--- src/rtl/dtep_pkg.sv ---
// Shared types, constants and helper functions for the date text to epoch seconds block.
package dtep_pkg;

  localparam logic [4:0] MonthEnd = 5'd2;
  localparam logic [4:0] DayPos   = 5'd4;
  localparam logic [4:0] HourPos  = 5'd7;
  localparam logic [4:0] MinPos   = 5'd10;
  localparam logic [4:0] SecPos   = 5'd13;
  localparam logic [4:0] YearPos  = 5'd16;
  localparam logic [4:0] LastPos  = 5'd19;
  localparam logic [4:0] PosMax   = 5'd31;

  localparam int FieldW = 7;
  localparam int YearW  = 14;
  localparam int MonthW = 4;
  localparam int DaysW  = 23;
  localparam int TodW   = 19;
  localparam int SecsW  = 39;

  localparam logic [YearW-1:0] BaseYear    = 14'd1999;
  localparam logic [YearW-1:0] LeapStart   = 14'd2000;
  localparam logic [11:0]      LeapsAtBase = 12'd484;
  localparam logic [MonthW-1:0] MonthMar   = 4'd2;

  typedef struct packed {
    logic              err;
    logic [YearW-1:0]  year;
    logic [MonthW-1:0] month;
    logic [FieldW-1:0] day;
    logic [FieldW-1:0] hour;
    logic [FieldW-1:0] minute;
    logic [FieldW-1:0] second;
  } date_t;

  typedef struct packed {
    logic                    err;
    logic signed [DaysW-1:0] days;
    logic [TodW-1:0]         tod;
  } span_t;

  localparam logic [23:0] MonthName [12] = '{
    "Jan", "Feb", "Mar", "Apr", "May", "Jun",
    "Jul", "Aug", "Sep", "Oct", "Nov", "Dec"
  };

  // Unknown names map to January.
  function automatic logic [MonthW-1:0] month_index(input logic [23:0] letters);
    logic [MonthW-1:0] idx;
    idx = '0;
    for (int m = 11; m >= 0; m--) begin
      if (letters == MonthName[m]) begin
        idx = MonthW'(m);
      end
    end
    return idx;
  endfunction

  function automatic logic [8:0] days_before(input logic [MonthW-1:0] month);
    logic [8:0] d;
    case (month)
      4'd0:    d = 9'd0;
      4'd1:    d = 9'd31;
      4'd2:    d = 9'd59;
      4'd3:    d = 9'd90;
      4'd4:    d = 9'd120;
      4'd5:    d = 9'd151;
      4'd6:    d = 9'd181;
      4'd7:    d = 9'd212;
      4'd8:    d = 9'd243;
      4'd9:    d = 9'd273;
      4'd10:   d = 9'd304;
      4'd11:   d = 9'd334;
      default: d = 9'd0;
    endcase
    return d;
  endfunction

  // Exact quotient by 25 for any 14-bit value, by reciprocal multiplication.
  function automatic logic [9:0] div25(input logic [YearW-1:0] x);
    logic [29:0] p;
    p = 30'(x) * 30'd41944;
    return p[29:20];
  endfunction

  function automatic logic [FieldW-1:0] add_digit7(input logic [FieldW-1:0] acc,
                                                   input logic [3:0] d);
    logic [10:0] t;
    t = 11'(acc) * 11'd10 + 11'(d);
    return t[FieldW-1:0];
  endfunction

  function automatic logic [YearW-1:0] add_digit14(input logic [YearW-1:0] acc,
                                                   input logic [3:0] d);
    logic [17:0] t;
    t = 18'(acc) * 18'd10 + 18'(d);
    return t[YearW-1:0];
  endfunction

endpackage

--- src/rtl/dtep_parse.sv ---
// Character parser: gathers month letters and number fields and emits one date record per text.
module dtep_parse (
  input  logic                 clk,
  input  logic                 rst,
  input  logic                 in_valid,
  output logic                 in_ready,
  input  logic [7:0]           in_byte,
  input  logic                 in_last,
  output logic                 out_valid,
  input  logic                 out_ready,
  output dtep_pkg::date_t      out_date
);

  logic [4:0]                   pos, pos_next;
  logic [23:0]                  letters, letters_next;
  logic [dtep_pkg::FieldW-1:0]  day, day_next;
  logic [dtep_pkg::FieldW-1:0]  hour, hour_next;
  logic [dtep_pkg::FieldW-1:0]  minute, minute_next;
  logic [dtep_pkg::FieldW-1:0]  second, second_next;
  logic [dtep_pkg::YearW-1:0]   year, year_next;
  logic                         derr, derr_next;
  logic                         accept;
  logic                         is_digit;
  logic [3:0]                   digit;
  dtep_pkg::date_t              rec_next;

  assign in_ready = !out_valid || out_ready;
  assign accept   = in_valid && in_ready;
  assign is_digit = (in_byte >= 8'h30) && (in_byte <= 8'h39);
  assign digit    = in_byte[3:0];

  always_comb begin
    letters_next = letters;
    day_next     = day;
    hour_next    = hour;
    minute_next  = minute;
    second_next  = second;
    year_next    = year;
    derr_next    = derr;
    if (pos <= dtep_pkg::MonthEnd) begin
      letters_next = {letters[15:0], in_byte};
    end else if (pos == dtep_pkg::DayPos || pos == dtep_pkg::DayPos + 5'd1) begin
      if (is_digit) day_next = dtep_pkg::add_digit7(day, digit);
      else derr_next = 1'b1;
    end else if (pos == dtep_pkg::HourPos || pos == dtep_pkg::HourPos + 5'd1) begin
      if (is_digit) hour_next = dtep_pkg::add_digit7(hour, digit);
      else derr_next = 1'b1;
    end else if (pos == dtep_pkg::MinPos || pos == dtep_pkg::MinPos + 5'd1) begin
      if (is_digit) minute_next = dtep_pkg::add_digit7(minute, digit);
      else derr_next = 1'b1;
    end else if (pos == dtep_pkg::SecPos || pos == dtep_pkg::SecPos + 5'd1) begin
      if (is_digit) second_next = dtep_pkg::add_digit7(second, digit);
      else derr_next = 1'b1;
    end else if (pos >= dtep_pkg::YearPos && pos <= dtep_pkg::LastPos) begin
      if (is_digit) year_next = dtep_pkg::add_digit14(year, digit);
      else derr_next = 1'b1;
    end
    pos_next = (pos < dtep_pkg::PosMax) ? pos + 5'd1 : dtep_pkg::PosMax;

    rec_next.err    = (pos != dtep_pkg::LastPos) || derr_next;
    rec_next.year   = year_next;
    rec_next.month  = dtep_pkg::month_index(letters_next);
    rec_next.day    = day_next;
    rec_next.hour   = hour_next;
    rec_next.minute = minute_next;
    rec_next.second = second_next;
  end

  always_ff @(posedge clk) begin
    if (rst) begin
      pos       <= '0;
      letters   <= '0;
      day       <= '0;
      hour      <= '0;
      minute    <= '0;
      second    <= '0;
      year      <= '0;
      derr      <= 1'b0;
      out_valid <= 1'b0;
    end else begin
      if (accept) begin
        if (in_last) begin
          pos     <= '0;
          letters <= '0;
          day     <= '0;
          hour    <= '0;
          minute  <= '0;
          second  <= '0;
          year    <= '0;
          derr    <= 1'b0;
        end else begin
          pos     <= pos_next;
          letters <= letters_next;
          day     <= day_next;
          hour    <= hour_next;
          minute  <= minute_next;
          second  <= second_next;
          year    <= year_next;
          derr    <= derr_next;
        end
      end
      if (accept && in_last) begin
        out_valid <= 1'b1;
      end else if (out_ready) begin
        out_valid <= 1'b0;
      end
    end
  end

  always_ff @(posedge clk) begin
    if (accept && in_last) begin
      out_date <= rec_next;
    end
  end

endmodule

--- src/rtl/dtep_days.sv ---
// Day count stages: leap-year quotients first, then the day number and time of day.
module dtep_days (
  input  logic             clk,
  input  logic             rst,
  input  logic             in_valid,
  output logic             in_ready,
  input  dtep_pkg::date_t  in_date,
  output logic             out_valid,
  input  logic             out_ready,
  output dtep_pkg::span_t  out_span
);

  logic                        q_valid;
  logic                        q_ready;
  dtep_pkg::date_t             q_date;
  logic [9:0]                  q_y25;
  logic [11:0]                 q_n4;
  logic [9:0]                  q_n100;
  logic [9:0]                  q_n400;
  logic [dtep_pkg::YearW-1:0]  n_year;
  logic [dtep_pkg::YearW-1:0]  rem25;
  logic                        is_leap;
  logic [11:0]                 leaps;
  logic signed [14:0]          ydiff;
  logic signed [dtep_pkg::DaysW-1:0] year_days;
  logic signed [dtep_pkg::DaysW-1:0] days_sum;
  logic [dtep_pkg::TodW-1:0]   tod;
  dtep_pkg::span_t             span_next;

  assign q_ready  = !out_valid || out_ready;
  assign in_ready = !q_valid || q_ready;
  assign n_year   = in_date.year - 14'd1;

  always_ff @(posedge clk) begin
    if (rst) begin
      q_valid <= 1'b0;
    end else if (in_ready) begin
      q_valid <= in_valid;
    end
  end

  always_ff @(posedge clk) begin
    if (in_ready && in_valid) begin
      q_date <= in_date;
      q_y25  <= dtep_pkg::div25(in_date.year);
      q_n4   <= n_year[13:2];
      q_n100 <= dtep_pkg::div25(14'(n_year[13:2]));
      q_n400 <= dtep_pkg::div25(14'(n_year[13:4]));
    end
  end

  always_comb begin
    rem25   = q_date.year - 14'(q_y25) * 14'd25;
    is_leap = (q_date.year[1:0] == 2'b00) && ((rem25 != '0) || (q_date.year[3:0] == 4'd0));
    if (q_date.year > dtep_pkg::LeapStart) begin
      leaps = q_n4 - 12'(q_n100) + 12'(q_n400) - dtep_pkg::LeapsAtBase;
    end else begin
      leaps = '0;
    end
    ydiff     = $signed({1'b0, q_date.year}) - $signed({1'b0, dtep_pkg::BaseYear});
    year_days = dtep_pkg::DaysW'(ydiff) * 23'sd365;
    days_sum  = year_days
              + $signed(dtep_pkg::DaysW'(leaps))
              + $signed(dtep_pkg::DaysW'(dtep_pkg::days_before(q_date.month)))
              + $signed(dtep_pkg::DaysW'(q_date.month >= dtep_pkg::MonthMar && is_leap))
              + $signed(dtep_pkg::DaysW'(q_date.day))
              - 23'sd1;
    tod = dtep_pkg::TodW'(q_date.hour) * 19'd3600
        + dtep_pkg::TodW'(q_date.minute) * 19'd60
        + dtep_pkg::TodW'(q_date.second);
    span_next.err  = q_date.err;
    span_next.days = days_sum;
    span_next.tod  = tod;
  end

  always_ff @(posedge clk) begin
    if (rst) begin
      out_valid <= 1'b0;
    end else if (q_ready) begin
      out_valid <= q_valid;
    end
  end

  always_ff @(posedge clk) begin
    if (q_ready && q_valid) begin
      out_span <= span_next;
    end
  end

endmodule

--- src/rtl/dtep_secs.sv ---
// Seconds stage: scales the day count, adds the time of day and holds the result register.
module dtep_secs (
  input  logic                              clk,
  input  logic                              rst,
  input  logic                              in_valid,
  output logic                              in_ready,
  input  dtep_pkg::span_t                   in_span,
  output logic                              out_valid,
  input  logic                              out_ready,
  output logic signed [dtep_pkg::SecsW-1:0] out_secs,
  output logic                              out_err
);

  logic signed [40:0]                 prod;
  logic signed [dtep_pkg::SecsW-1:0]  secs_next;

  assign in_ready = !out_valid || out_ready;

  always_comb begin
    prod = 41'($signed(in_span.days)) * 41'sd86400;
    secs_next = prod[dtep_pkg::SecsW-1:0]
              + $signed({20'd0, in_span.tod})
              - 39'sd6393600;
    if (in_span.err) begin
      secs_next = '1;
    end
  end

  always_ff @(posedge clk) begin
    if (rst) begin
      out_valid <= 1'b0;
    end else if (in_ready) begin
      out_valid <= in_valid;
    end
  end

  always_ff @(posedge clk) begin
    if (in_ready && in_valid) begin
      out_secs <= secs_next;
      out_err  <= in_span.err;
    end
  end

endmodule

--- src/rtl/date_text_to_epoch_seconds.sv ---
// Top level of the date text to epoch seconds converter.
//
// Channel   Direction  Payload                                          Marker
// s_axis    in         tdata[7:0] text_byte                             tlast end_of_text
// m_axis    out        tdata[38:0] elapsed_seconds, tdata[39] zero      tuser format_error
//
// One byte is taken every cycle while tready is high; only the byte with tlast set produces
// a request on m_axis. That request passes the parser register, two day-count registers
// and the seconds result register, each fed by a short run of constant multiplies and adds.
// Reset clears the character counter, the field accumulators and all valid flags.
// A stall on m_axis holds each stage in place and backs up to s_axis_tready.
module date_text_to_epoch_seconds (
  input  logic        clk,
  input  logic        rst,
  input  logic        s_axis_tvalid,
  output logic        s_axis_tready,
  input  logic [7:0]  s_axis_tdata,   // [7:0] text_byte
  input  logic        s_axis_tlast,   // end_of_text
  output logic        m_axis_tvalid,
  input  logic        m_axis_tready,
  output logic [39:0] m_axis_tdata,   // [38:0] elapsed_seconds, [39] zero fill
  output logic        m_axis_tuser    // [0] format_error
);

  logic                              date_valid;
  logic                              date_ready;
  dtep_pkg::date_t                   date_rec;
  logic                              span_valid;
  logic                              span_ready;
  dtep_pkg::span_t                   span_rec;
  logic signed [dtep_pkg::SecsW-1:0] secs;

  dtep_parse u_parse (
    .clk       (clk),
    .rst       (rst),
    .in_valid  (s_axis_tvalid),
    .in_ready  (s_axis_tready),
    .in_byte   (s_axis_tdata),
    .in_last   (s_axis_tlast),
    .out_valid (date_valid),
    .out_ready (date_ready),
    .out_date  (date_rec)
  );

  dtep_days u_days (
    .clk       (clk),
    .rst       (rst),
    .in_valid  (date_valid),
    .in_ready  (date_ready),
    .in_date   (date_rec),
    .out_valid (span_valid),
    .out_ready (span_ready),
    .out_span  (span_rec)
  );

  dtep_secs u_secs (
    .clk       (clk),
    .rst       (rst),
    .in_valid  (span_valid),
    .in_ready  (span_ready),
    .in_span   (span_rec),
    .out_valid (m_axis_tvalid),
    .out_ready (m_axis_tready),
    .out_secs  (secs),
    .out_err   (m_axis_tuser)
  );

  assign m_axis_tdata = {1'b0, secs};

endmodule
--- config.mk ---
export PLATFORM = sky130hd
export DESIGN_NAME = date_text_to_epoch_seconds
export DESIGN_NICKNAME = d
export VERILOG_FILES = /design/src/rtl/dtep_pkg.sv /design/src/rtl/dtep_parse.sv /design/src/rtl/dtep_days.sv /design/src/rtl/dtep_secs.sv /design/src/rtl/date_text_to_epoch_seconds.sv
export SDC_FILE = /design/constraint.sdc
export NUM_CORES = 2
export LEC_CHECK = 0
export BUFFER_PORTS_ARGS = -buffer_cell sky130_fd_sc_hd__buf_2
export CAP_MARGIN = 30
export CORE_UTILIZATION = 60
export DETAILED_ROUTE_END_ITERATION = 16
export PLACE_DENSITY = 0.8
export REMOVE_ABC_BUFFERS = 1
export SLEW_MARGIN = 20
export SYNTH_ARGS = -nofsm -noshare
export SYNTH_HDL_FRONTEND = slang
export SYNTH_SLANG_ARGS = --single-unit
--- constraint.sdc ---
create_clock -name clk -period 8.3 [get_ports clk]
set_input_delay 0.83 -clock clk [delete_from_list [all_inputs] [get_ports clk]]
set_output_delay 0.83 -clock clk [all_outputs]
set_load 0.02 [all_outputs]
==> run summary <==
PLACED DESIGN
-----------------------------------------------------------------------------------------
Final weighted congestion in routability-driven placement ..................        0.887
DP Wirelength ..............................................................     53400 um
IO Port Bufs ...............................................................           54

DIE
-----------------------------------------------------------------------------------------
Overall die width ..........................................................       242 um
Cell Rows ..................................................................           87
Die area ...................................................................    58400 um2
Total core area ............................................................    56600 um2
Number of I/O pins .........................................................           56
Chip Height ................................................................       242 um
Effective utilization at floorplan .........................................        0.609

GRT
-----------------------------------------------------------------------------------------
Via count of the first global-routing pass .................................        24.3k
Number of antenna violations at the first check in global routing ..........            0
Global-route congestion overflow total .....................................            0
First-pass GRT wire length .................................................    113000 um
Maximum number of pins on one net before global-route repair ...............           84
Gr usage total .............................................................        0.232

ROUTING
-----------------------------------------------------------------------------------------
Met2 WL post-DR ............................................................     33800 um
Met3 layer wire length in the routed design ................................      2310 um
Final antenna-violating net count ..........................................            0
Uppermost routed layer .....................................................         met4
Initial DRT Pass Iterations ................................................            5
Routed Wire Length .........................................................     66900 um
Iteration-0 DRC Markers ....................................................         1007
Routed wirelength normalized by instance count .............................      15.6 um
Routed length on met1 ......................................................     28700 um
Vias per Instance ..........................................................         5.45
Overall via count from detail_route ........................................        23.4k
DRC viols ..................................................................            0

FINAL LAYOUT
-----------------------------------------------------------------------------------------
Fraction of layout instances using a drive strength above 1 ................       0.0751
Area grow syn2layout .......................................................        8.09%
Net count of the finished layout ...........................................         4502
Number of antenna diodes ...................................................            0
Final core utilization .....................................................        0.658

STA
-----------------------------------------------------------------------------------------
Headroom to the max-slew limit .............................................        0.371
Max-slew violation total from the final report .............................            0
Period utilization .........................................................        0.982
Setup violations, final ....................................................            0
Number of endpoints with negative hold slack in the final report ...........            0
Fmax .......................................................................      123 MHz
Final Skew .................................................................      22.8 ps
Transition time at the pin with the least slew margin ......................       937 ps
Min Tclk post-route ........................................................      8150 ps
Hold slack .................................................................       415 ps

LOGIC SYNTHESIS
-----------------------------------------------------------------------------------------
Proportion of register bits with asynchronous set or reset after synthesis .            0
Predominant post-synthesis flop cell .......................................     edfxtp_1
Cell area after synthesis ..................................................    34500 um2
Number of enable-type register cells in the synthesized netlist ............          213
Number of different library cells in the post-synthesis netlist ............           79
Number of cells produced by synthesis ......................................         3425
Synth Register Bits ........................................................          298
Synth warn .................................................................            0
Mean cell area of the mapped netlist .......................................     10.1 um2
Proportion of synthesized chip area in sequential cells ....................        0.235

CTS
-----------------------------------------------------------------------------------------
Number of sinks on the clock net ...........................................          298
Bufs on Longest Clock Path .................................................            3
Clock latency at the later pin of the worst-skew pair ......................       560 ps
Total of hold buffers inserted after clock tree synthesis ..................            0
Root buffer cell ...........................................................    clkbuf_16
Clock-pin slew of the registers on the worst-case setup and hold paths .....        60 ps
Num CTS Buffers ............................................................           35
Clock tree from TritonCTS ..................................................         done
H-tree depth ...............................................................            2

CRITICAL PATH
-----------------------------------------------------------------------------------------
Critical R2R Capture ....................................................... u_days.out_span[41]
Crit path kind ............................................................. register to register
Number of gates on the worst path with buffers counted .....................           31
Critical path required time ................................................      8600 ps
Worst Setup End Kind .......................................................     register
Critical Path Start ........................................................ u_days.q_y25[2]
Peak per-stage delay on the critical path ..................................       560 ps
Worst-case reg-to-reg path depth ...........................................           31
Critical path's most frequent cell .........................................         fa_1
Cell type of the slowest stage on the worst timing path ....................         fa_2
Sum of buffers and inverters on the critical path ..........................            5
Minimum setup slack among reg-to-reg paths .................................       150 ps
Critical Path Start Type ...................................................     register
Biggest fanout along the worst timing path .................................            3
Arrival time worst endpoint ................................................      8450 ps
RR Startpoint .............................................................. u_days.q_y25[2]
CP top delay family ........................................................  adder cells
CP endpoint ................................................................ u_days.out_span[41]

RUN STATUS
-----------------------------------------------------------------------------------------
Status ..................................................................... finished, final reports clean

WORST HOLD PATH
-----------------------------------------------------------------------------------------
HP Start ................................................................... u_parse.out_date[18]
Class of the tightest hold or removal check ................................ register to register
Worst hold path cell count .................................................            0

RUN
-----------------------------------------------------------------------------------------
Maxcap violations ..........................................................            0

worst register-to-register path, delay by kind of cell (launching register included):
family	cells	cell delay (ps)
fa+ha+maj	11	4270
mux	1	240
compound gates	12	1990
xor+xnor	1	70
flops	1	460
buf+inv	5	400
simple gates	1	480
flip-flops by register name, indices dropped and copies added (netlist names), 5 cells and up, named ones only:
signal            cells
u_parse.hour          7
u_days.q_date        47
u_parse.out_date     47
u_days.q_n100         8
u_parse.pos           5
u_days.q_n400         6
u_parse.year         14
u_parse.letters      24
u_days.q_y25         10
u_parse.minute        7
u_parse.day           7
u_days.q_n4          12
u_parse.second        7
u_days.out_span      43
u_secs.out_secs      39
per-stage QoR:
| step | TNS, ps | area [um2] | cells | worst slack [ps] |
|---|---|---|---|---|
| 6_report | 0 | 37200 | 4300 | 150 |
| 4_1_cts | 0 | 37000 | 4285 | 26.6 |
| 2_1_floorplan | 0 | 34200 | 3368 | 555 |
| 5_1_grt | -154 | 37200 | 4300 | -103 |
| 3_5_place_dp | -61.2 | 35800 | 4221 | -61.2 |
| 3_3_place_gp | 0 | 35700 | 4218 | 108 |
repair_timing:
action	CTS	global route
resized for setup	4	28
hold endpoints to repair	0	0
pin swaps	1	14
setup endpoints to repair	3	11
buffers inserted	0	13
final cells by class:
cell class / count / area (um2)
Multi-Input combinational cell: 2339 / 23600
Fill cell: 4292 / 19400
Sequential cell: 298 / 8100
Inverter: 731 / 2750
Clock buffer: 48 / 1010
Tap cell: 756 / 946
Timing Repair Buffer: 112 / 751
Clock inverter: 16 / 135
synthesized netlist by cell type (8+ instances only):
master,number,area share
edfxtp_1,213,0.19
ha_1,642,0.23
nand4_1,15,0.0027
fa_1,330,0.19
and2_1,18,0.0033
clkbuf_1,44,0.0048
nand2b_1,19,0.0034
nor2_1,168,0.018
a21oi_1,140,0.020
o21bai_1,21,0.0046
a22oi_1,57,0.012
o21a_1,18,0.0039
a31oi_1,21,0.0038
and3_1,29,0.0053
nor4_1,9,0.0016
mux2_2,26,0.0085
or3_1,8,0.0015
inv_1,730,0.080
o21ai_0,91,0.013
nor3b_1,18,0.0039
xnor2_1,156,0.040
nand3b_1,10,0.0022
nor2b_1,28,0.0051
a21boi_0,9,0.0020
or2_2,18,0.0033
nand2_1,127,0.014
o211ai_1,12,0.0026
a211oi_1,14,0.0031
o21ai_1,15,0.0022
xor2_1,58,0.015
mux2i_1,19,0.0055
nand3_1,42,0.0061
a21o_1,61,0.013
nor3_1,47,0.0068
dfxtp_1,85,0.049
cells by family after synthesis:
family | Yosys count | synth area share
adders and majority gates | 972 | 0.425
buffers and inverters | 788 | 0.0870
and+or+nand+nor | 577 | 0.0830
AOI/OAI and AO/OA | 529 | 0.101
DFF | 298 | 0.235
xor gates and xnor gates | 215 | 0.0549
muxes | 45 | 0.0140
other | 1 | 0.000109
cell usage in the layout (no fill, tap or decap), types with 29 or more instances in the layout:
| cell type | synthesis | routed |
|---|---|---|
| clkbuf_16 | 0 | 37 |
| xor2_1 | 58 | 58 |
| edfxtp_1 | 213 | 213 |
| ha_1 | 642 | 634 |
| nor2_1 | 168 | 167 |
| dfxtp_1 | 85 | 85 |
| a21oi_1 | 140 | 136 |
| a22oi_1 | 57 | 57 |
| fa_1 | 330 | 326 |
| and3_1 | 29 | 29 |
| nand3_1 | 42 | 42 |
| nor3_1 | 47 | 46 |
| inv_1 | 730 | 726 |
| xnor2_1 | 156 | 155 |
| buf_2 | 5 | 54 |
| nand2_1 | 127 | 126 |
| o21ai_0 | 91 | 89 |
| a21o_1 | 61 | 61 |
| buf_4 | 1 | 54 |
metal layers:
layer	vias to the layer above	global-route usage
li1	11629	-
met1	11270	0.281
met2	394	0.421
met3	137	0.0307
met4	0	0.0787
met5	-	0
worst min path at each step:
stage and to:
6_report u_days.q_date[18], 5_1_grt u_days.q_date[5], 4_1_cts u_days.q_date[18], 3_5_place_dp u_days.q_date[0], 3_3_place_gp u_days.q_date[16], 2_1_floorplan u_days.out_span[0]
Power is not shown: default switching activity piles up to over one toggle a cycle in this logic, so the estimate is an artifact.
